`src/assert_macros.svh`:
```
// ----------------------------------------------------------------------------
// Assertion macros
// Shared wrappers for clocked concurrent assertions in the RTL folder.
// ----------------------------------------------------------------------------
`ifndef ASSERT_MACROS_SVH
`define ASSERT_MACROS_SVH

// Checks a property at every rising clock edge outside of reset.
`define ASSERT_CLK(name, prop, msg) \
  name: assert property (@(posedge clk_i) disable iff (!rst_ni) (prop)) else $error(msg);

// Checks that a condition implies something in the next cycle.
`define ASSERT_NEXT(name, cond, prop, msg) \
  name: assert property (@(posedge clk_i) disable iff (!rst_ni) (cond) |=> (prop)) \
    else $error(msg);

`endif

```
`src/mse_pkg.sv`:
```
// ----------------------------------------------------------------------------
// mse_pkg
// Types and constants shared by the shape drawing engine modules.
// ----------------------------------------------------------------------------
package mse_pkg;

  localparam int DEF_PANEL_WIDTH  = 128;
  localparam int DEF_PANEL_HEIGHT = 296;

  // Coordinate width: circle points reach twice the input range.
  localparam int CW = 12;
  // Width of the Bresenham and midpoint error terms.
  localparam int EW = 16;
  // Width of the byte address arithmetic before the range check.
  localparam int ADDR_CALC_W = 17;

  localparam logic [7:0] MSB_MASK = 8'h80;

  typedef enum logic [2:0] {
    ACT_CLEAR       = 3'd0,
    ACT_PIXEL       = 3'd1,
    ACT_LINE        = 3'd2,
    ACT_RECT        = 3'd3,
    ACT_FILL_RECT   = 3'd4,
    ACT_CIRCLE      = 3'd5,
    ACT_FILL_CIRCLE = 3'd6,
    ACT_READ        = 3'd7
  } action_e;

  typedef enum logic [1:0] {
    REG_ROTATION = 2'd0,
    REG_WIDTH    = 2'd1,
    REG_HEIGHT   = 2'd2,
    REG_POLARITY = 2'd3
  } cfg_reg_e;

  typedef struct packed {
    action_e           action;
    logic signed [9:0] x0;
    logic signed [9:0] y0;
    logic signed [9:0] x1;
    logic signed [9:0] y1;
    logic [8:0]        radius;
  } shape_cmd_t;

endpackage

```
`src/mse_map.sv`:
```
// ----------------------------------------------------------------------------
// mse_map
// Rotates a logical pixel, clips it to the region and forms its byte address.
// ----------------------------------------------------------------------------
module mse_map #(
  parameter int PANEL_WIDTH  = mse_pkg::DEF_PANEL_WIDTH,
  parameter int PANEL_HEIGHT = mse_pkg::DEF_PANEL_HEIGHT,
  parameter int AW           = $clog2((PANEL_WIDTH / 8) * PANEL_HEIGHT)
) (
  input  logic signed [mse_pkg::CW-1:0] x_i,
  input  logic signed [mse_pkg::CW-1:0] y_i,
  input  logic [1:0]                    rot_i,
  input  logic [7:0]                    w_i,
  input  logic [8:0]                    h_i,
  output logic                          ok_o,
  output logic [AW-1:0]                 addr_o,
  output logic [2:0]                    bit_o
);
  import mse_pkg::*;

  localparam int FRAME_BYTES = (PANEL_WIDTH / 8) * PANEL_HEIGHT;

  logic signed [CW-1:0] ws, hs, bx, by, ax, ay;
  logic                 in_rng;
  logic [ADDR_CALC_W-1:0] addr_full;

  assign ws = $signed({{(CW-8){1'b0}}, w_i});
  assign hs = $signed({{(CW-9){1'b0}}, h_i});
  assign bx = rot_i[0] ? hs : ws;
  assign by = rot_i[0] ? ws : hs;
  assign in_rng = !x_i[CW-1] && !y_i[CW-1] && (x_i < bx) && (y_i < by);

  always_comb begin
    case (rot_i)
      2'd0: begin
        ax = x_i;
        ay = y_i;
      end
      2'd1: begin
        ax = ws - CW'(1) - y_i;
        ay = x_i;
      end
      2'd2: begin
        ax = ws - CW'(1) - x_i;
        ay = hs - CW'(1) - y_i;
      end
      default: begin
        ax = y_i;
        ay = hs - CW'(1) - x_i;
      end
    endcase
  end

  // Rows hold w/8 bytes, so the byte address is row * (w/8) + column / 8.
  assign addr_full = ADDR_CALC_W'(ay[8:0]) * ADDR_CALC_W'(w_i[7:3])
                   + ADDR_CALC_W'(ax[7:3]);
  assign ok_o   = in_rng && (addr_full < ADDR_CALC_W'(FRAME_BYTES));
  assign addr_o = addr_full[AW-1:0];
  assign bit_o  = ax[2:0];

endmodule

```
`config.mk`:
```
export PLATFORM = sky130hd
export DESIGN_NAME = mse_map
export DESIGN_NICKNAME = d
export VERILOG_FILES = /design/src/assert_macros.svh /design/src/mse_pkg.sv /design/src/mse_map.sv
export SDC_FILE = /design/constraint.sdc
export NUM_CORES = 1
export LEC_CHECK = 0
export ABC_AREA = 1
export CAP_MARGIN = 5
export CORE_MARGIN = 8
export CORE_UTILIZATION = 28
export DETAILED_ROUTE_END_ITERATION = 8
export DONT_BUFFER_PORTS = 1
export PLACE_DENSITY_LB_ADDON = 0.05
export SYNTH_ARGS = -nofsm -noshare
export SYNTH_HDL_FRONTEND = slang
export SYNTH_SLANG_ARGS = --single-unit
```
`constraint.sdc`:
```
create_clock -name vclk -period 10.1
set_input_delay 2.525 -clock vclk [all_inputs]
set_output_delay 2.525 -clock vclk [all_outputs]
set_load 0.01 [all_outputs]
```
==> flow_summary.json, run 1 <==
{
  "outcome": "completed",
  "path_buf_inv": 7,
  "period_share_pct": 97.4,
  "yosysSeqAreaShare_pct": 0,
  "place_ws_ns": -0.212,
  "slowest_stage": "fa_1",
  "fin_area_mm2": 0.00442,
  "crit_required_ns": 7.58,
  "critPathMostFrequentCell": "nand2_1",
  "synth_area_leaders": "ha_1 (22%), nand2_1 (16%), fa_1 (14%)",
  "seq_area_um2": 0,
  "clock.fmax_ghz": 0.102,
  "core_area_mm2": 0.0137,
  "drt_iter0_markers": 151,
  "drc": 0,
  "nClkBuffers": 0,
  "syn_to_final_growth_pct": 14.0,
  "synth_area_mm2": 0.00387,
  "setup_ws_ns": 0.264,
  "grt_use_total_pct": 14.7,
  "fin_hold_ws_ns": 5.28,
  "gr-total-overflow": 0,
  "grt_pass1_vias": 4020,
  "drive_gt1_share_pct": 10.8,
  "path_delay_family": "adder cells",
  "die_w_um": 134,
  "finalSetupViolations": 0,
  "tightest_slew_ns": 0.447,
  "rows": 43,
  "post-synth-top-count-cell": "nand2_1",
  "setup.worst_path.class": "in -> out",
  "ys_top_cells_by_count": "nand2_1 (164), inv_1 (117), ha_1 (67)",
  "grt_max_degree": 35,
  "yosysTopAreaCellShare_pct": 21.6,
  "peakVddDrop_mv": 0.0717,
  "period_needed_ns": 9.84,
  "routed_wirelength_um": 13400,
  "hold_class": "in -> out",
  "port_buffers": 0,
  "place_area_mm2": 0.00421,
  "multi_input_area_mm2": 0.00354,
  "stdcell_count": 839,
  "synth_cells": 644,
  "wl_met2_um": 6240,
  "antenna_found_initial": 0,
  "via_per_inst": 4.81,
  "cp_max_fo": 34,
  "crit_arrival_ns": 7.31,
  "hpwl_um": 11900,
  "detail-route-antenna-nets": 0,
  "ios": 60,
  "start_util_pct": 28.2,
  "fin_util_pct": 32.2,
  "fin_setup_tns_ns": 0,
  "syn-num-nets": 782,
  "critPathLaunchType": "input port",
  "hold_violations": 0,
  "grt_pass1_wl_um": 21600,
  "maxUsedRoutingLayer": "met4",
  "critical_path_depth": 30,
  "firstDrtPassIters": 4,
  "die_area_mm2": 0.0179,
  "crit_path_end_kind": "output pin",
  "worstSetupStartpoint": "rot_i[0]",
  "fin_nets": 799,
  "yosys_warnings": 0,
  "post_drt_wl_per_cell_um": 16.0,
  "dp.cells": 835,
  "cap_viol_max_count": 0,
  "slew_violations": 0,
  "synth_cell_type_count": 38,
  "yosys.area.top_type": "ha_1",
  "leakagePower_nw": 2.36,
  "num_antenna_cells": 0,
  "slew_headroom_pct": 69.9,
  "dr_wl_met3_um": 554,
  "worstSetupEndpoint": "ok_o",
  "totalPowerFinal_uw": 849,
  "fillers": 1564,
  "crit_path_max_incr_delay_ns": 0.57,
  "vias": 4037,
  "drt-met1-wl_um": 6530,
  "place.gp.congestion": 0.853,
  "cellPowerDensity_mw_per_mm2": 192,
  "die_y_um": 134,
  "seq_cell_count": 0,
  "synth.avg_cell_area_um2": 6.02
}
## cell type report
class / count / share of cell area [%]
inverters: 123 / 10.5
multi-input cells: 511 / 80.2
repair buffers: 25 / 4.19
well taps: 180 / 5.10
## cells in the final DEF (no fill, tap or decap), types with 3 or more instances in the layout
master,count
nand2_1,160
inv_1,116
nor2_1,60
ha_1,59
nand3_1,33
o21ai_0,33
a21oi_1,31
fa_1,28
buf_4,24
xor2_1,12
o21ai_1,8
o22ai_1,8
nand4_1,7
nand2_2,6
nor2_2,6
a21oi_2,6
ha_4,6
or2_1,5
inv_2,4
a21o_1,4
nand3_2,4
a31oi_2,3
a22oi_1,3
nand3b_1,3
nor3_1,3
## power breakdown
| group | total [mW] | switching (mW) | internal [mW] |
|---|---|---|---|
| sequential | 0 | 0 | 0 |
| clock | 0 | 0 | 0 |
| combinational | 0.849 | 0.501 | 0.347 |
## cell families (layout without fill, tap and decap cells)
| logic type | count (synthesis) | in the layout | share of synthesized area, % |
|---|---|---|---|
| buffers and inverters | 133 | 148 | 13.1 |
| adders and majority gates | 95 | 95 | 36.1 |
| AOI/OAI and AO/OA | 106 | 106 | 15.4 |
| and+or+nand+nor | 295 | 295 | 31.8 |
| xor gates and xnor gates | 15 | 15 | 3.59 |
## layer usage
metal | up-vias | track usage (%)
li1 | 2090 | -
met1 | 1882 | 20.2
met2 | 61 | 25.4
met3 | 4 | 1.47
met4 | 0 | 0.873
met5 | - | 0
## worst min path at each step
| stage | startpoint | end | slack, ns | cells past startpoint |
|---|---|---|---|---|
| after floorplan | y_i[2] | bit_o[2] | 5.22 | 2 |
| after global placement | y_i[2] | bit_o[2] | 5.28 | 2 |
| after detailed placement | y_i[2] | bit_o[2] | 5.28 | 2 |
| after CTS | y_i[2] | bit_o[2] | 5.28 | 2 |
| after global routing | y_i[2] | bit_o[2] | 5.30 | 2 |
| final | y_i[2] | bit_o[2] | 5.28 | 2 |
## timing repair
action / CTS / global route
resized for setup: 2 / 39
pin swaps: 0 / 7
endpoints found under the hold margin: 0 / 0
setup buffers: 0 / 4
setup endpoints to repair: 2 / 4
hold buffers: 0 / 0
Power figures use the tool's default switching activity.
==> run 2, diff against run 1 <==
Settings changed: CORE_MARGIN 8 to 2.
==> flow_summary.json, run 2 (synthesis gave the netlist of run 1 again) <==
{
  "grt_max_degree": 35,
  "crit_required_ns": 7.58,
  "final_common_cell": "nand2_1",
  "seq_area_um2": 0,
  "critical_path_depth": 26,
  "nClkBuffers": 0,
  "tightest_slew_ns": 0.479,
  "fin_hold_ws_ns": 5.29,
  "routed_wirelength_um": 12800,
  "die_area_mm2": 0.0148,
  "port_buffers": 0,
  "hold_violations": 0,
  "rows": 42,
  "seq_power_share_pct": 0,
  "combPwrFrac_pct": 100.0,
  "hpwl_um": 11300,
  "hold_class": "in -> out",
  "totalPowerFinal_uw": 812,
  "detail-route-antenna-nets": 0,
  "seq_cell_count": 0,
  "start_util_pct": 28.9,
  "crit_path_end_kind": "output pin",
  "p_clk_share_pct": 0,
  "die_y_um": 122,
  "worstSetupStartpoint": "rot_i[0]",
  "path_buf_inv": 6,
  "syn_to_final_growth_pct": 12.9,
  "crit_path_max_incr_delay_ns": 0.54,
  "slowest_stage": "fa_1",
  "cellPowerDensity_mw_per_mm2": 186,
  "num_antenna_cells": 0,
  "period_share_pct": 97.2,
  "core_area_mm2": 0.0134,
  "cp_max_fo": 34,
  "grt_pass1_vias": 3901,
  "via_per_inst": 4.77,
  "ios": 60,
  "setup_ws_ns": 0.285,
  "critPathLaunchType": "input port",
  "clock.fmax_ghz": 0.102,
  "vias": 3986,
  "grt_pass1_wl_um": 20800,
  "slew_violations": 0,
  "drive_gt1_share_pct": 9.56,
  "power.switching_uw": 483,
  "place_ws_ns": 0.0996,
  "p_int_uw": 328,
  "leakagePower_nw": 2.35,
  "fin_nets": 799,
  "drt_iter0_markers": 237,
  "peakVddDrop_mv": 0.103,
  "firstDrtPassIters": 6,
  "outcome": "completed",
  "post_drt_wl_per_cell_um": 15.3,
  "final_cell_mix": "nand2_1 (161), inv_1 (113), nor2_1 (63)",
  "grt_use_total_pct": 17.7,
  "place.gp.congestion": 0.870,
  "fin_setup_tns_ns": 0,
  "setup.worst_path.class": "in -> out",
  "die_w_um": 122,
  "hold_start": "y_i[2]",
  "drc": 0,
  "antenna_found_initial": 0,
  "min_delay_path_depth": 2,
  "path_delay_family": "adder cells",
  "crit_arrival_ns": 7.29,
  "period_needed_ns": 9.81,
  "cap_viol_max_count": 0,
  "finalSetupViolations": 0,
  "fin_util_pct": 32.6,
  "sw_frac_of_total_pct": 59.5,
  "slew_headroom_pct": 68.1,
  "gr-total-overflow": 0
}
## run 2: changes by cell type in the layout (fill, tap and decap cells not counted), sizes merged
cell      before  now
buf           24   25
clkinvlp       1    2
clkbuf         1    0
inv          120  119
## run 2: worst paths after layout
| path | endpoint | slack, ns |
|---|---|---|
| setup / recovery | ok_o | 0.29 |
| hold / removal | bit_o[2] | 5.29 |
## run 2: per-layer routing
layer,GRT usage [%],up-vias,share of wire [%]
li1,-,2086,-
met1,27.2,1806,53
met2,28.3,92,42
met3,1.54,2,4.7
met4,0.216,0,0.13
met5,0,-,0
## run 2: timing repair
item,4_1_cts,5_1_grt
endpoints found under the setup margin,0,6
resized for setup,0,33
hold buffers,0,0
setup buffers,0,6
## run 2: power groups by stage
stage	logic [mW]	registers, mW	clock network, mW
2_1_floorplan	0.557	0	0
3_3_place_gp	0.779	0	0
3_5_place_dp	0.771	0	0
4_1_cts	0.777	0	0
5_1_grt	0.936	0	0
6_report	0.812	0	0
## run 2: area by class of cell
type               instances  area, um^2
multi-input cells        511        3490
fillers                 1555        9030
inverters                123         469
repair buffers            25         195
well taps                176         220
## run 2: metrics by stage
stage	instance area (um^2)	instances
detailed placement	4190	829
finish	4370	835
global placement	4190	829
floorplan	3870	644
global route	4370	835
CTS	4190	829
==> run 3, diff against run 2 <==
Settings changed: CORE_UTILIZATION 28 to 62.
==> flow_summary.json, run 3 (synthesis gave the netlist of run 1 again) <==
{
  "detail-route-antenna-nets": 0,
  "worstSetupStartpoint": "rot_i[0]",
  "drc": 0,
  "final_common_cell": "nand2_1",
  "finalSetupViolations": 0,
  "grt_max_degree": 35,
  "critPathLaunchType": "input port",
  "drt_iter0_markers": 325,
  "slew_headroom_pct": 66.9,
  "ios": 60,
  "seq_power_share_pct": 0,
  "hold_violations": 0,
  "antenna_found_initial": 0,
  "critPathMostFrequentCell": "nand2_1",
  "final_cell_mix": "nand2_1 (163), inv_1 (116), ha_1 (64)",
  "combPwrFrac_pct": 100.0,
  "crit_required_ns": 7.58,
  "core_area_mm2": 0.00599,
  "cellPowerDensity_mw_per_mm2": 175,
  "seq_area_um2": 0,
  "place_area_mm2": 0.00398,
  "period_share_pct": 97.0,
  "firstDrtPassIters": 6,
  "leakagePower_nw": 2.30,
  "cp_max_fo": 34,
  "hold_class": "in -> out",
  "grt_use_total_pct": 32.0,
  "fillers": 572,
  "worstSetupEndpoint": "ok_o",
  "crit_path_max_incr_delay_ns": 0.55,
  "sw_frac_of_total_pct": 63.4,
  "outcome": "completed",
  "port_buffers": 0,
  "rows": 28,
  "clock.fmax_ghz": 0.102,
  "crit_path_end_kind": "output pin",
  "drive_gt1_share_pct": 7.26,
  "crit_arrival_ns": 7.27,
  "die_area_mm2": 0.00690,
  "slew_violations": 0,
  "power.switching_uw": 456,
  "p_clk_share_pct": 0,
  "fin_nets": 787,
  "start_util_pct": 64.7,
  "grt_pass1_vias": 4006,
  "fin_util_pct": 68.4,
  "grt_pass1_wl_um": 18700,
  "period_needed_ns": 9.80,
  "die_w_um": 83.0,
  "fin_area_mm2": 0.00410,
  "tightest_slew_ns": 0.496,
  "gr-total-overflow": 0,
  "p_int_uw": 263,
  "num_antenna_cells": 0,
  "nClkBuffers": 0,
  "peakVddDrop_mv": 0.248,
  "die_y_um": 83.0,
  "syn_to_final_growth_pct": 5.85,
  "vias": 4146,
  "place.gp.congestion": 0.921,
  "cap_viol_max_count": 0,
  "via_per_inst": 5.74,
  "routed_wirelength_um": 11100,
  "post_drt_wl_per_cell_um": 15.3,
  "seq_cell_count": 0,
  "slowest_stage": "fa_1",
  "hpwl_um": 9480,
  "setup.worst_path.class": "in -> out"
}
==> run 3: cell type report <==
| type | instances | area (um^2) | area share [%] |
|---|---|---|---|
| tap | 75 | 93.8 | 2.29 |
| multi-input combinational | 511 | 3450 | 84.0 |
| timing repair buffer | 13 | 98.8 | 2.41 |
| inverter | 123 | 462 | 11.3 |
==> run 3: how the worst min path moves through the flow <==
| stage | cells after the start | slack, ns | from | end |
|---|---|---|---|---|
| after floorplan | 2 | 5.22 | y_i[2] | bit_o[2] |
| after global placement | 2 | 5.26 | y_i[2] | bit_o[2] |
| after detailed placement | 2 | 5.26 | y_i[2] | bit_o[2] |
| after CTS | 2 | 5.26 | y_i[2] | bit_o[2] |
| after global routing | 2 | 5.29 | x_i[2] | bit_o[2] |
| final | 2 | 5.26 | y_i[2] | bit_o[2] |
==> run 3: per-layer routing <==
metal / share of wire (%) / up-vias / global-route usage [%]
li1: - / 2069 / -
met1: 46 / 1872 / 45.9
met2: 44 / 188 / 51.5
met3: 9.3 / 17 / 5.27
met4: 1.1 / 0 / 4.77
met5: 0 / - / 0
==> run 3: power groups by stage <==
| stage | clock [mW] | combinational (mW) | sequential [mW] |
|---|---|---|---|
| floorplan | 0 | 0.557 | 0 |
| global placement | 0 | 0.679 | 0 |
| detailed placement | 0 | 0.697 | 0 |
| CTS | 0 | 0.701 | 0 |
| global route | 0 | 0.824 | 0 |
| finish | 0 | 0.719 | 0 |
==> run 3: critical path: cells and delay by family <==
family | cells | cell delay [ns]
AO/OA/AOI/OAI | 5 | 0.63
buffers and inverters | 6 | 0.42
AND/OR/NAND/NOR | 14 | 1.27
adder cells (fa/ha/maj) | 6 | 2.40
==> run 3: repair_timing <==
item	CTS	global route
hold buffers	0	0
setup buffers	0	5
endpoints found under the setup margin	0	6
gates resized for setup	0	29
==> run 3: through the flow <==
stage               instances  setup TNS, ns  setup WS, ns  hold slack, ns  total power, mW
floorplan                 644              0         0.233            5.22            0.557
global placement          717              0        0.0212            5.26            0.679
detailed placement        717              0        0.0576            5.26            0.697
CTS                       717              0        0.0399            5.26            0.701
global route              722       -0.00382      -0.00382            5.29            0.824
finish                    722              0         0.300            5.26            0.719
