**config.mk**
```make
export PLATFORM = sky130hd
export DESIGN_NAME = mse_walk
export DESIGN_NICKNAME = d
export VERILOG_FILES = /design/src/assert_macros.svh /design/src/mse_pkg.sv /design/src/mse_walk.sv
export SDC_FILE = /design/constraint.sdc
export NUM_CORES = 1
export LEC_CHECK = 0
export BUFFER_PORTS_ARGS = -buffer_cell sky130_fd_sc_hd__buf_2
export CAP_MARGIN = 15
export CORE_UTILIZATION = 55
export CTS_CLUSTER_DIAMETER = 80
export DETAILED_ROUTE_END_ITERATION = 8
export PLACE_DENSITY_LB_ADDON = 0.15
export REMOVE_ABC_BUFFERS = 1
export SKIP_CTS_REPAIR_TIMING = 1
export SYNTH_ARGS = -nofsm -noshare
export SYNTH_HDL_FRONTEND = slang
export SYNTH_SLANG_ARGS = --single-unit
```
**constraint.sdc**
```tcl
create_clock -name clk_i -period 7.55 [get_ports clk_i]
set_input_delay 0.3775 -clock clk_i [delete_from_list [all_inputs] [get_ports clk_i]]
set_output_delay 0.3775 -clock clk_i [all_outputs]
set_load 0.1 [all_outputs]
```
**src/assert_macros.svh**
```systemverilog
// ----------------------------------------------------------------------------
// Assertion macros
// Shared wrappers for clocked concurrent assertions in the RTL folder.
// ----------------------------------------------------------------------------
`ifndef ASSERT_MACROS_SVH
`define ASSERT_MACROS_SVH

// Checks a property at every rising clock edge outside of reset.
`define ASSERT_CLK(name, prop, msg) \
  name: assert property (@(posedge clk_i) disable iff (!rst_ni) (prop)) else $error(msg);

// Checks that a condition implies something in the next cycle.
`define ASSERT_NEXT(name, cond, prop, msg) \
  name: assert property (@(posedge clk_i) disable iff (!rst_ni) (cond) |=> (prop)) \
    else $error(msg);

`endif

```
**src/mse_pkg.sv**
```systemverilog
// ----------------------------------------------------------------------------
// mse_pkg
// Types and constants shared by the shape drawing engine modules.
// ----------------------------------------------------------------------------
package mse_pkg;

  localparam int DEF_PANEL_WIDTH  = 128;
  localparam int DEF_PANEL_HEIGHT = 296;

  // Coordinate width: circle points reach twice the input range.
  localparam int CW = 12;
  // Width of the Bresenham and midpoint error terms.
  localparam int EW = 16;
  // Width of the byte address arithmetic before the range check.
  localparam int ADDR_CALC_W = 17;

  localparam logic [7:0] MSB_MASK = 8'h80;

  typedef enum logic [2:0] {
    ACT_CLEAR       = 3'd0,
    ACT_PIXEL       = 3'd1,
    ACT_LINE        = 3'd2,
    ACT_RECT        = 3'd3,
    ACT_FILL_RECT   = 3'd4,
    ACT_CIRCLE      = 3'd5,
    ACT_FILL_CIRCLE = 3'd6,
    ACT_READ        = 3'd7
  } action_e;

  typedef enum logic [1:0] {
    REG_ROTATION = 2'd0,
    REG_WIDTH    = 2'd1,
    REG_HEIGHT   = 2'd2,
    REG_POLARITY = 2'd3
  } cfg_reg_e;

  typedef struct packed {
    action_e           action;
    logic signed [9:0] x0;
    logic signed [9:0] y0;
    logic signed [9:0] x1;
    logic signed [9:0] y1;
    logic [8:0]        radius;
  } shape_cmd_t;

endpackage

```
**src/mse_walk.sv**
```systemverilog
// ----------------------------------------------------------------------------
// mse_walk
// Shape sequencer: steps through the pixels of a line, rectangle or circle.
// ----------------------------------------------------------------------------
module mse_walk (
  input  logic                          clk_i,
  input  logic                          rst_ni,
  input  logic                          start_i,
  input  mse_pkg::shape_cmd_t           cmd_i,
  input  logic                          adv_i,
  output logic                          busy_o,
  output logic signed [mse_pkg::CW-1:0] x_o,
  output logic signed [mse_pkg::CW-1:0] y_o
);
  import mse_pkg::*;

  logic                 busy_q, busy_d;
  action_e              act_q, act_d;
  logic signed [CW-1:0] px_q, px_d, py_q, py_d;
  logic signed [CW-1:0] lox_q, lox_d, hix_q, hix_d, loy_q, loy_d, hiy_q, hiy_d;
  logic signed [CW-1:0] dx_q, dx_d, dy_q, dy_d;
  logic signed [CW-1:0] xp_q, xp_d, yp_q, yp_d;
  logic signed [EW-1:0] err_q, err_d;
  logic [1:0]           ph_q, ph_d;
  logic                 sx_q, sx_d, sy_q, sy_d;

  logic signed [CW-1:0] x0e, y0e, x1e, y1e, rad, cxr;
  logic signed [EW-1:0] e2, c_e2, c_err;
  logic signed [CW-1:0] c_xp, c_yp;

  assign x0e = CW'(cmd_i.x0);
  assign y0e = CW'(cmd_i.y0);
  assign x1e = CW'(cmd_i.x1);
  assign y1e = CW'(cmd_i.y1);
  assign rad = $signed({{(CW-9){1'b0}}, cmd_i.radius});
  assign cxr = lox_q - xp_q;

  // One midpoint circle step.
  always_comb begin
    c_xp  = xp_q;
    c_yp  = yp_q;
    c_err = err_q;
    c_e2  = err_q;
    if (err_q <= EW'(yp_q)) begin
      c_yp  = yp_q + CW'(1);
      c_err = c_err + EW'(c_yp) + EW'(c_yp) + EW'(1);
      if ((-xp_q == c_yp) && (err_q <= EW'(xp_q))) begin
        c_e2 = '0;
      end
    end
    if (c_e2 > EW'(xp_q)) begin
      c_xp  = xp_q + CW'(1);
      c_err = c_err + EW'(c_xp) + EW'(c_xp) + EW'(1);
    end
  end

  assign e2 = err_q + err_q;

  always_comb begin
    busy_d = busy_q;
    act_d  = act_q;
    px_d   = px_q;
    py_d   = py_q;
    lox_d  = lox_q;
    hix_d  = hix_q;
    loy_d  = loy_q;
    hiy_d  = hiy_q;
    dx_d   = dx_q;
    dy_d   = dy_q;
    xp_d   = xp_q;
    yp_d   = yp_q;
    err_d  = err_q;
    ph_d   = ph_q;
    sx_d   = sx_q;
    sy_d   = sy_q;
    if (start_i) begin
      busy_d = 1'b1;
      act_d  = cmd_i.action;
      lox_d  = (x0e < x1e) ? x0e : x1e;
      hix_d  = (x0e < x1e) ? x1e : x0e;
      loy_d  = (y0e < y1e) ? y0e : y1e;
      hiy_d  = (y0e < y1e) ? y1e : y0e;
      px_d   = x0e;
      py_d   = y0e;
      dx_d   = (x1e >= x0e) ? (x1e - x0e) : (x0e - x1e);
      dy_d   = (y1e >= y0e) ? (y0e - y1e) : (y1e - y0e);
      sx_d   = x0e < x1e;
      sy_d   = y0e < y1e;
      err_d  = EW'(dx_d) + EW'(dy_d);
      ph_d   = 2'd0;
      case (cmd_i.action)
        ACT_LINE: begin
          hix_d = x1e;
          hiy_d = y1e;
        end
        ACT_RECT, ACT_FILL_RECT: begin
          px_d = lox_d;
          py_d = loy_d;
        end
        ACT_CIRCLE, ACT_FILL_CIRCLE: begin
          lox_d = x0e;
          loy_d = y0e;
          xp_d  = -rad;
          yp_d  = '0;
          err_d = EW'(2) - EW'(rad) - EW'(rad);
          px_d  = x0e - rad;
        end
        default: ;
      endcase
    end else if (adv_i && busy_q) begin
      case (act_q)
        ACT_LINE: begin
          if ((px_q == hix_q) && (py_q == hiy_q)) begin
            busy_d = 1'b0;
          end else begin
            if (e2 >= EW'(dy_q)) begin
              err_d = err_d + EW'(dy_q);
              px_d  = sx_q ? px_q + CW'(1) : px_q - CW'(1);
            end
            if (e2 <= EW'(dx_q)) begin
              err_d = err_d + EW'(dx_q);
              py_d  = sy_q ? py_q + CW'(1) : py_q - CW'(1);
            end
          end
        end
        ACT_RECT: begin
          if (!ph_q[1]) begin
            if (px_q == hix_q) begin
              ph_d = ph_q + 2'd1;
              px_d = lox_q;
              py_d = ph_q[0] ? loy_q : hiy_q;
            end else begin
              px_d = px_q + CW'(1);
            end
          end else begin
            if (py_q == hiy_q) begin
              if (ph_q[0]) begin
                busy_d = 1'b0;
              end else begin
                ph_d = 2'd3;
                px_d = hix_q;
                py_d = loy_q;
              end
            end else begin
              py_d = py_q + CW'(1);
            end
          end
        end
        ACT_FILL_RECT: begin
          if (px_q == hix_q) begin
            if (py_q == hiy_q) begin
              busy_d = 1'b0;
            end else begin
              px_d = lox_q;
              py_d = py_q + CW'(1);
            end
          end else begin
            px_d = px_q + CW'(1);
          end
        end
        ACT_CIRCLE: begin
          if (ph_q != 2'd3) begin
            ph_d = ph_q + 2'd1;
          end else begin
            ph_d  = 2'd0;
            xp_d  = c_xp;
            yp_d  = c_yp;
            err_d = c_err;
            if (c_xp > CW'(0)) begin
              busy_d = 1'b0;
            end
          end
        end
        ACT_FILL_CIRCLE: begin
          if (px_q == cxr) begin
            if (ph_q == 2'd0) begin
              ph_d = 2'd1;
              px_d = lox_q + xp_q;
            end else begin
              ph_d  = 2'd0;
              xp_d  = c_xp;
              yp_d  = c_yp;
              err_d = c_err;
              px_d  = lox_q + c_xp;
              if (c_xp > CW'(0)) begin
                busy_d = 1'b0;
              end
            end
          end else begin
            px_d = px_q + CW'(1);
          end
        end
        default: busy_d = 1'b0;
      endcase
    end
  end

  always_comb begin
    case (act_q)
      ACT_CIRCLE: begin
        x_o = (ph_q == 2'd0 || ph_q == 2'd3) ? cxr : (lox_q + xp_q);
        y_o = ph_q[1] ? (loy_q - yp_q) : (loy_q + yp_q);
      end
      ACT_FILL_CIRCLE: begin
        x_o = px_q;
        y_o = ph_q[0] ? (loy_q - yp_q) : (loy_q + yp_q);
      end
      default: begin
        x_o = px_q;
        y_o = py_q;
      end
    endcase
  end

  assign busy_o = busy_q;

  always_ff @(posedge clk_i or negedge rst_ni) begin
    if (!rst_ni) begin
      busy_q <= 1'b0;
      act_q  <= ACT_PIXEL;
      ph_q   <= 2'd0;
    end else begin
      busy_q <= busy_d;
      act_q  <= act_d;
      ph_q   <= ph_d;
    end
  end

  always_ff @(posedge clk_i) begin
    px_q  <= px_d;
    py_q  <= py_d;
    lox_q <= lox_d;
    hix_q <= hix_d;
    loy_q <= loy_d;
    hiy_q <= hiy_d;
    dx_q  <= dx_d;
    dy_q  <= dy_d;
    xp_q  <= xp_d;
    yp_q  <= yp_d;
    err_q <= err_d;
    sx_q  <= sx_d;
    sy_q  <= sy_d;
  end

endmodule

```
==> impl_metrics.yaml, run 1 <==
outcome:
  status: "finished, final reports clean"
logic_synthesis:
  post_synth_num_cell_types: 90
  synthArstFlopShare_pct: 4.478
  avgSynthCellArea_um2: 7.867
  yosys_warnings: 0
  synth_area_leaders: "edfxtp_1 (18%), ha_1 (16%), xnor2_1 (6.3%), a21oi_1 (5.2%), o21ai_0 (4.3%)"
  synth_edf_count: 128
  yosysSeqAreaShare_pct: 19.09
  syn_area_um2: 20930
  synth_ff_type: "edfxtp_1"
  synthCells: 2660
  synth_top_area_share_pct: 18.37
  ys_seq_elements: 134
  synth_largest_area_cell: "edfxtp_1"
floorplanning:
  num_rows: 71
  initial_core_util_pct: 55.69
  ios: 81
  die_w_um: 197.1
  core_area_um2: 37580
  dieArea_um2: 38830
  die_y_um: 197.1
sta:
  finalHoldViolations: 0
  tightest_slew_ns: 1.137
  final.period_utilization_pct: 91.73
  max_freq_mhz: 144.4
  post-route-worst-setup-slack_ns: 0.6247
  period_needed_ns: 6.925
  final_max_slew_viol_count: 0
  final.setup.tns_ns: 0
  holdWs_ns: 0.2461
  final-setup-viol-count: 0
  grt_setup_unrepaired: "no"
  relSlewSlack_pct: 23.94
  worst_clock_skew_ns: 0.01221
finish:
  areaGrowthSynthToFinish_pct: 7.731
  drive_gt1_share_pct: 8.126
  utilization_pct: 59.99
  nets: 3028
  final_cell_area_um2: 22540
  fin_cells: 3207
drt:
  first_iter_violations: 1996
  via_per_inst: 6.440
  drt_wl_total_mm: 73.60
  drt-pass1-iter-count: 6
  wire_per_inst_um: 22.95
  drtAntennaViolNets: 0
  vias: 20650
  drc: 0
clock_network:
  cts.clk_slew.worst_paths_ns: 0.07
  h-tree-depth: 4
  cts_tree: "built"
  clock_latency_ns: 0.46
  cts_root_buffer: "clkbuf_16"
  cts.sinks: 134
  cts_buffers: 17
  cts_buffer_depth: 2
placed_design:
  gp_congestion: 1.007
  place_ws_ns: 0.4622
  post_dp_cell_area_um2: 21830
  portBuffers: 80
  post-place-cells: 3168
  dp_hpwl_mm: 58.94
setup_path:
  cp_slowest_cell: "edfxtp_1"
  rrSetupSlack_ns: 0.62
  r2r_cells: 31
  crit_buf_inv: 2
  startpoint_type: "flop"
  cp.arrival_ns: 7.12
  path_max_fanout: 16
  end_kind: "flop"
  r2r_end: "px_q[10]"
  r2r_start: "yp_q[1]"
  critPathTopFamily: "simple AND/OR/NAND/NOR gates"
  cp.depth: 31
  critical_path_class: "reg2reg"
  worstPathRequired_ns: 7.74
  max_stage_delay_ns: 0.49
grt:
  antenna_found_initial: 1
  grt.busiest_layer: "met2"
  grt_pass1_wl_mm: 111.8
  grt.met2_usage_pct: 59.63
  grt_pass1_vias: 19370
  grt_overflow: 0
  grt_use_total_pct: 37.59
  grtUsageMet3_pct: 5.976
  use_met1_pct: 51.35
  grt_max_degree: 70
pwr:
  p_leak_nw: 9.742
  max-vdd-ir-drop_uv: 191.9
  power.density_nw_per_um2: 377.4
  finalPower_mw: 8.509
worst_hold_path:
  hp-start: "cmd_i[49]"
  min_to: "act_q[0]"
  hold_depth: 2
  hp-class: "in2reg"
flow_run:
  drv_cap: 0
cell usage in the layout, fill, tap and decap left out, types with 15 or more instances in the layout:
cell / netlist / final
mux2i_1: 46 / 46
buf_4: 0 / 48
a31oi_1: 26 / 26
o21a_1: 28 / 28
o221ai_1: 16 / 16
nor2b_1: 28 / 28
buf_2: 1 / 80
nor3_1: 64 / 64
xnor2_1: 151 / 148
o31ai_1: 19 / 19
a21boi_0: 27 / 27
nand2_1: 234 / 234
mux2_2: 22 / 22
edfxtp_1: 128 / 128
nand2b_1: 36 / 36
and3_1: 17 / 17
inv_1: 181 / 181
o21bai_1: 27 / 27
clkbuf_16: 0 / 17
a221oi_1: 23 / 23
o21ai_0: 179 / 178
nand3_1: 54 / 54
or3_1: 22 / 22
a21oi_1: 217 / 217
nand4_1: 37 / 37
ha_1: 275 / 275
a211oi_1: 47 / 47
o211ai_1: 25 / 25
a21o_1: 54 / 54
fa_1: 15 / 15
nor2_1: 225 / 223
xor2_1: 96 / 96
state kept, by name, summed over array words and instances, names as in the netlist:
name and flops:
act_q 3, busy_o 1, dx_q 11, dy_q 11, err_q 16, hix_q 10
hiy_q 10, lox_q 10, loy_q 10, ph_q 2, px_q 12, py_q 12
sx_q 1, sy_q 1, xp_q 12, yp_q 12
cells in the mapped netlist (23+ instances only):
cell	instances
nor2_1	225
nor2b_1	28
nand3_1	54
ha_1	275
nand2b_1	36
a21boi_0	27
o21ai_0	179
edfxtp_1	128
mux2i_1	46
xnor2_1	151
a21o_1	54
a211oi_1	47
xor2_1	96
clkbuf_1	116
o21bai_1	27
a21oi_1	217
o211ai_1	25
a31oi_1	26
inv_1	181
o21a_1	28
a221oi_1	23
nor3_1	64
nand4_1	37
nand2_1	234
per-layer routing:
metal / share of wire, % / routed length [µm]
met3: 9.0 / 6613
met1: 43 / 31450
met2: 45 / 32970
met4: 3.5 / 2561
met5: 0 / 0
worst max path at each step:
stage          startpoint       end  slack, ns
2_1_floorplan   err_q[14]   px_q[9]       0.52
3_3_place_gp      yp_q[1]   px_q[9]       0.77
3_5_place_dp      yp_q[4]   px_q[7]       0.46
4_1_cts           yp_q[1]   px_q[7]       0.39
5_1_grt           yp_q[1]   px_q[7]       0.06
6_report          yp_q[1]  px_q[10]       0.62
area by class of cell:
cell class / instances / area [µm²]
tap: 511 / 639.4
fill: 3500 / 15030
clock inverter: 15 / 203.9
sequential: 134 / 3995
multi-input combinational: 2214 / 15800
antenna: 1 / 2.502
clock buffer: 17 / 425.4
inverter: 185 / 694.4
timing repair buffer: 130 / 782.0
report_power, final:
| group | total, mW | switching, mW | internal (mW) |
|---|---|---|---|
| Combinational | 6.32 | 3.90 | 2.42 |
| Clock | 0.920 | 0.411 | 0.509 |
| Sequential | 1.27 | 0.242 | 1.02 |
| Total | 8.51 | 4.56 | 3.95 |
cell families after synthesis:
logic type | Yosys count | synth area share, %
AO/OA/AOI/OAI | 813 | 25.16
AND/OR/NAND/NOR | 789 | 17.81
buffers and inverters | 312 | 5.638
adder cells (fa/ha/maj) | 290 | 17.88
XOR/XNOR | 250 | 10.67
flip-flops | 134 | 19.09
multiplexers | 72 | 3.761
Note: power is estimated with default switching activity, not from simulation.
==> run 2, diff against run 1 <==
--- a/config.mk
+++ b/config.mk
@@ -11,7 +11,6 @@
 export CTS_CLUSTER_DIAMETER = 80
 export DETAILED_ROUTE_END_ITERATION = 8
 export PLACE_DENSITY_LB_ADDON = 0.15
-export REMOVE_ABC_BUFFERS = 1
 export SKIP_CTS_REPAIR_TIMING = 1
 export SYNTH_ARGS = -nofsm -noshare
 export SYNTH_HDL_FRONTEND = slang
==> run 2 against run 1 <==
Compared with the run above:
- hold slack lost 0.0053 ns
- non-clock buffer count increased by 1
- critical path depth did not move
- largest cell class unchanged
- clock power shrank 5.9%
- final cell count unchanged
- sequential cell count stayed put
- register-to-register slack worse by 0.11 ns
- total power decreased by 1.9%
- worst setup slack worse by 0.11 ns
- utilization shrank 0.14 points
- wire length shrank 1.2%
==> impl_metrics.yaml, run 2 (synthesized netlist as in run 1, its figures left out) <==
outcome:
  status: "finished, final reports clean"
finish:
  areaGrowthSynthToFinish_pct: 7.486
  layout_common_cells: "ha_1 (275), nand2_1 (234), nor2_1 (221)"
  nets: 3029
  top_register: "err_q"
  multi_input_area_um2: 15790
  n_antenna_cell: 0
  regArea_um2: 3995
  drive_gt1_share_pct: 8.160
  mostFrequentLayoutCell: "ha_1"
  largest_reg_flops: 16
  nFillCells: 3502
  fin_cells: 3207
grt:
  antenna_found_initial: 1
  grt_overflow: 0
  grt_pass1_wl_mm: 110.2
  grt_pass1_vias: 18900
  grt_use_total_pct: 37.25
  grt_max_degree: 74
sta:
  period_needed_ns: 7.033
  max_freq_mhz: 142.2
  final_max_slew_viol_count: 0
  relSlewSlack_pct: 18.57
  holdWs_ns: 0.2408
  grt_setup_unrepaired: "yes"
  worst_clock_skew_ns: 0.01103
  final.period_utilization_pct: 93.15
  post-route-worst-setup-slack_ns: 0.5173
  final-setup-viol-count: 0
  finalHoldViolations: 0
  tightest_slew_ns: 1.206
drt:
  drtAntennaViolNets: 0
  wire_per_inst_um: 22.67
  vias: 20590
  drt_wl_total_mm: 72.71
  first_iter_violations: 2484
  drc: 0
  drt-pass1-iter-count: 6
  via_per_inst: 6.421
setup_path:
  r2r_start: "xp_q[1]"
  max_stage_delay_ns: 0.44
  r2r_cells: 31
  r2r_end: "px_q[10]"
  rrSetupSlack_ns: 0.52
  path_max_fanout: 16
  end_kind: "flop"
  cp.arrival_ns: 7.22
  worstPathRequired_ns: 7.74
  startpoint_type: "flop"
  critical_path_class: "reg2reg"
  worst_path_most_repeated_cell: "o21a_1"
  cp_slowest_cell: "or4b_1"
clock_network:
  cts_root_buffer: "clkbuf_16"
  cts.sinks: 134
  cts_buffers: 17
  cts_tree: "built"
  cts.clk_slew.worst_paths_ns: 0.07
  h-tree-depth: 4
  clock_latency_ns: 0.45
  cts_buffer_depth: 2
pwr:
  p_leak_nw: 9.709
  power.density_nw_per_um2: 370.9
  finalPower_mw: 8.343
  max-vdd-ir-drop_uv: 241.5
floorplanning:
  dieArea_um2: 38830
  die_w_um: 197.1
  core_area_um2: 37580
  initial_core_util_pct: 55.69
  num_rows: 71
  ios: 81
  die_y_um: 197.1
flow_run:
  drv_cap: 0
worst_hold_path:
  hp-start: "cmd_i[15]"
  hp-class: "in2reg"
  min_to: "hiy_q[6]"
  hold_depth: 3
placed_design:
  dp_hpwl_mm: 58.21
  gp_congestion: 0.9672
  post-place-cells: 3172
  portBuffers: 80
  place_ws_ns: 0.4908
logic_synthesis:
  syn_nets: 3006
## run 2: cell count changes in the layout (fill, tap and decap cells not counted), sizes merged
| cell | change |
|---|---|
| clkinv | +1 |
| buf | +1 |
| diode | -1 |
| inv | -5 |
| clkbuf | +1 |
| clkinvlp | +3 |
## run 2: report_power, final
part           leakage [nW]  internal (mW)  switching, mW
clock                 0.277          0.490          0.376
combinational          8.12           2.42           3.78
sequential             1.31           1.02          0.260
total                  9.71           3.93           4.41
## run 2: final cells by class
type	instances	share of cell area (%)
well taps	511	2.843
flip-flops and latches	134	17.76
clock inverters	14	0.6731
inverters	185	3.087
multi-input cells	2214	70.21
clock buffers	18	1.908
repair buffers	131	3.521
## run 2: through the flow
stage / setup TNS [ns] / util [%] / area (µm²)
detailed placement: 0 / 58.17 / 21860
CTS: 0 / 59.72 / 22440
floorplan: 0 / - / 20930
finish: 0 / 59.86 / 22490
global route: -0.05733 / 59.86 / 22490
global placement: 0 / 58.17 / 21860
## run 2: per-layer routing
metal	global-route usage, %	vias up	wire [µm]
li1	-	9736	-
met1	53.39	9753	32480
met2	56.60	994	31350
met3	6.437	106	6889
met4	11.77	2	1972
met5	0	-	13
## run 2: critical path, delay by kind of cell, from the launching register on
family / cells / cell delay, ns
fa+ha+maj: 3 / 1.04
compound gates: 20 / 3.80
flops: 1 / 0.40
buf+inv: 2 / 0.33
simple gates: 6 / 1.22
## run 2: worst max path at each step
| stage | cells past startpoint | start | slack [ns] | to |
|---|---|---|---|---|
| final | 31 | xp_q[1] | 0.52 | px_q[10] |
| after floorplan | 35 | xp_q[1] | 0.77 | px_q[10] |
| after CTS | 31 | xp_q[2] | 0.37 | px_q[10] |
| after detailed placement | 31 | xp_q[2] | 0.49 | px_q[10] |
| after global routing | 31 | xp_q[1] | -0.06 | px_q[10] |
| after global placement | 30 | yp_q[1] | 0.65 | px_q[9] |
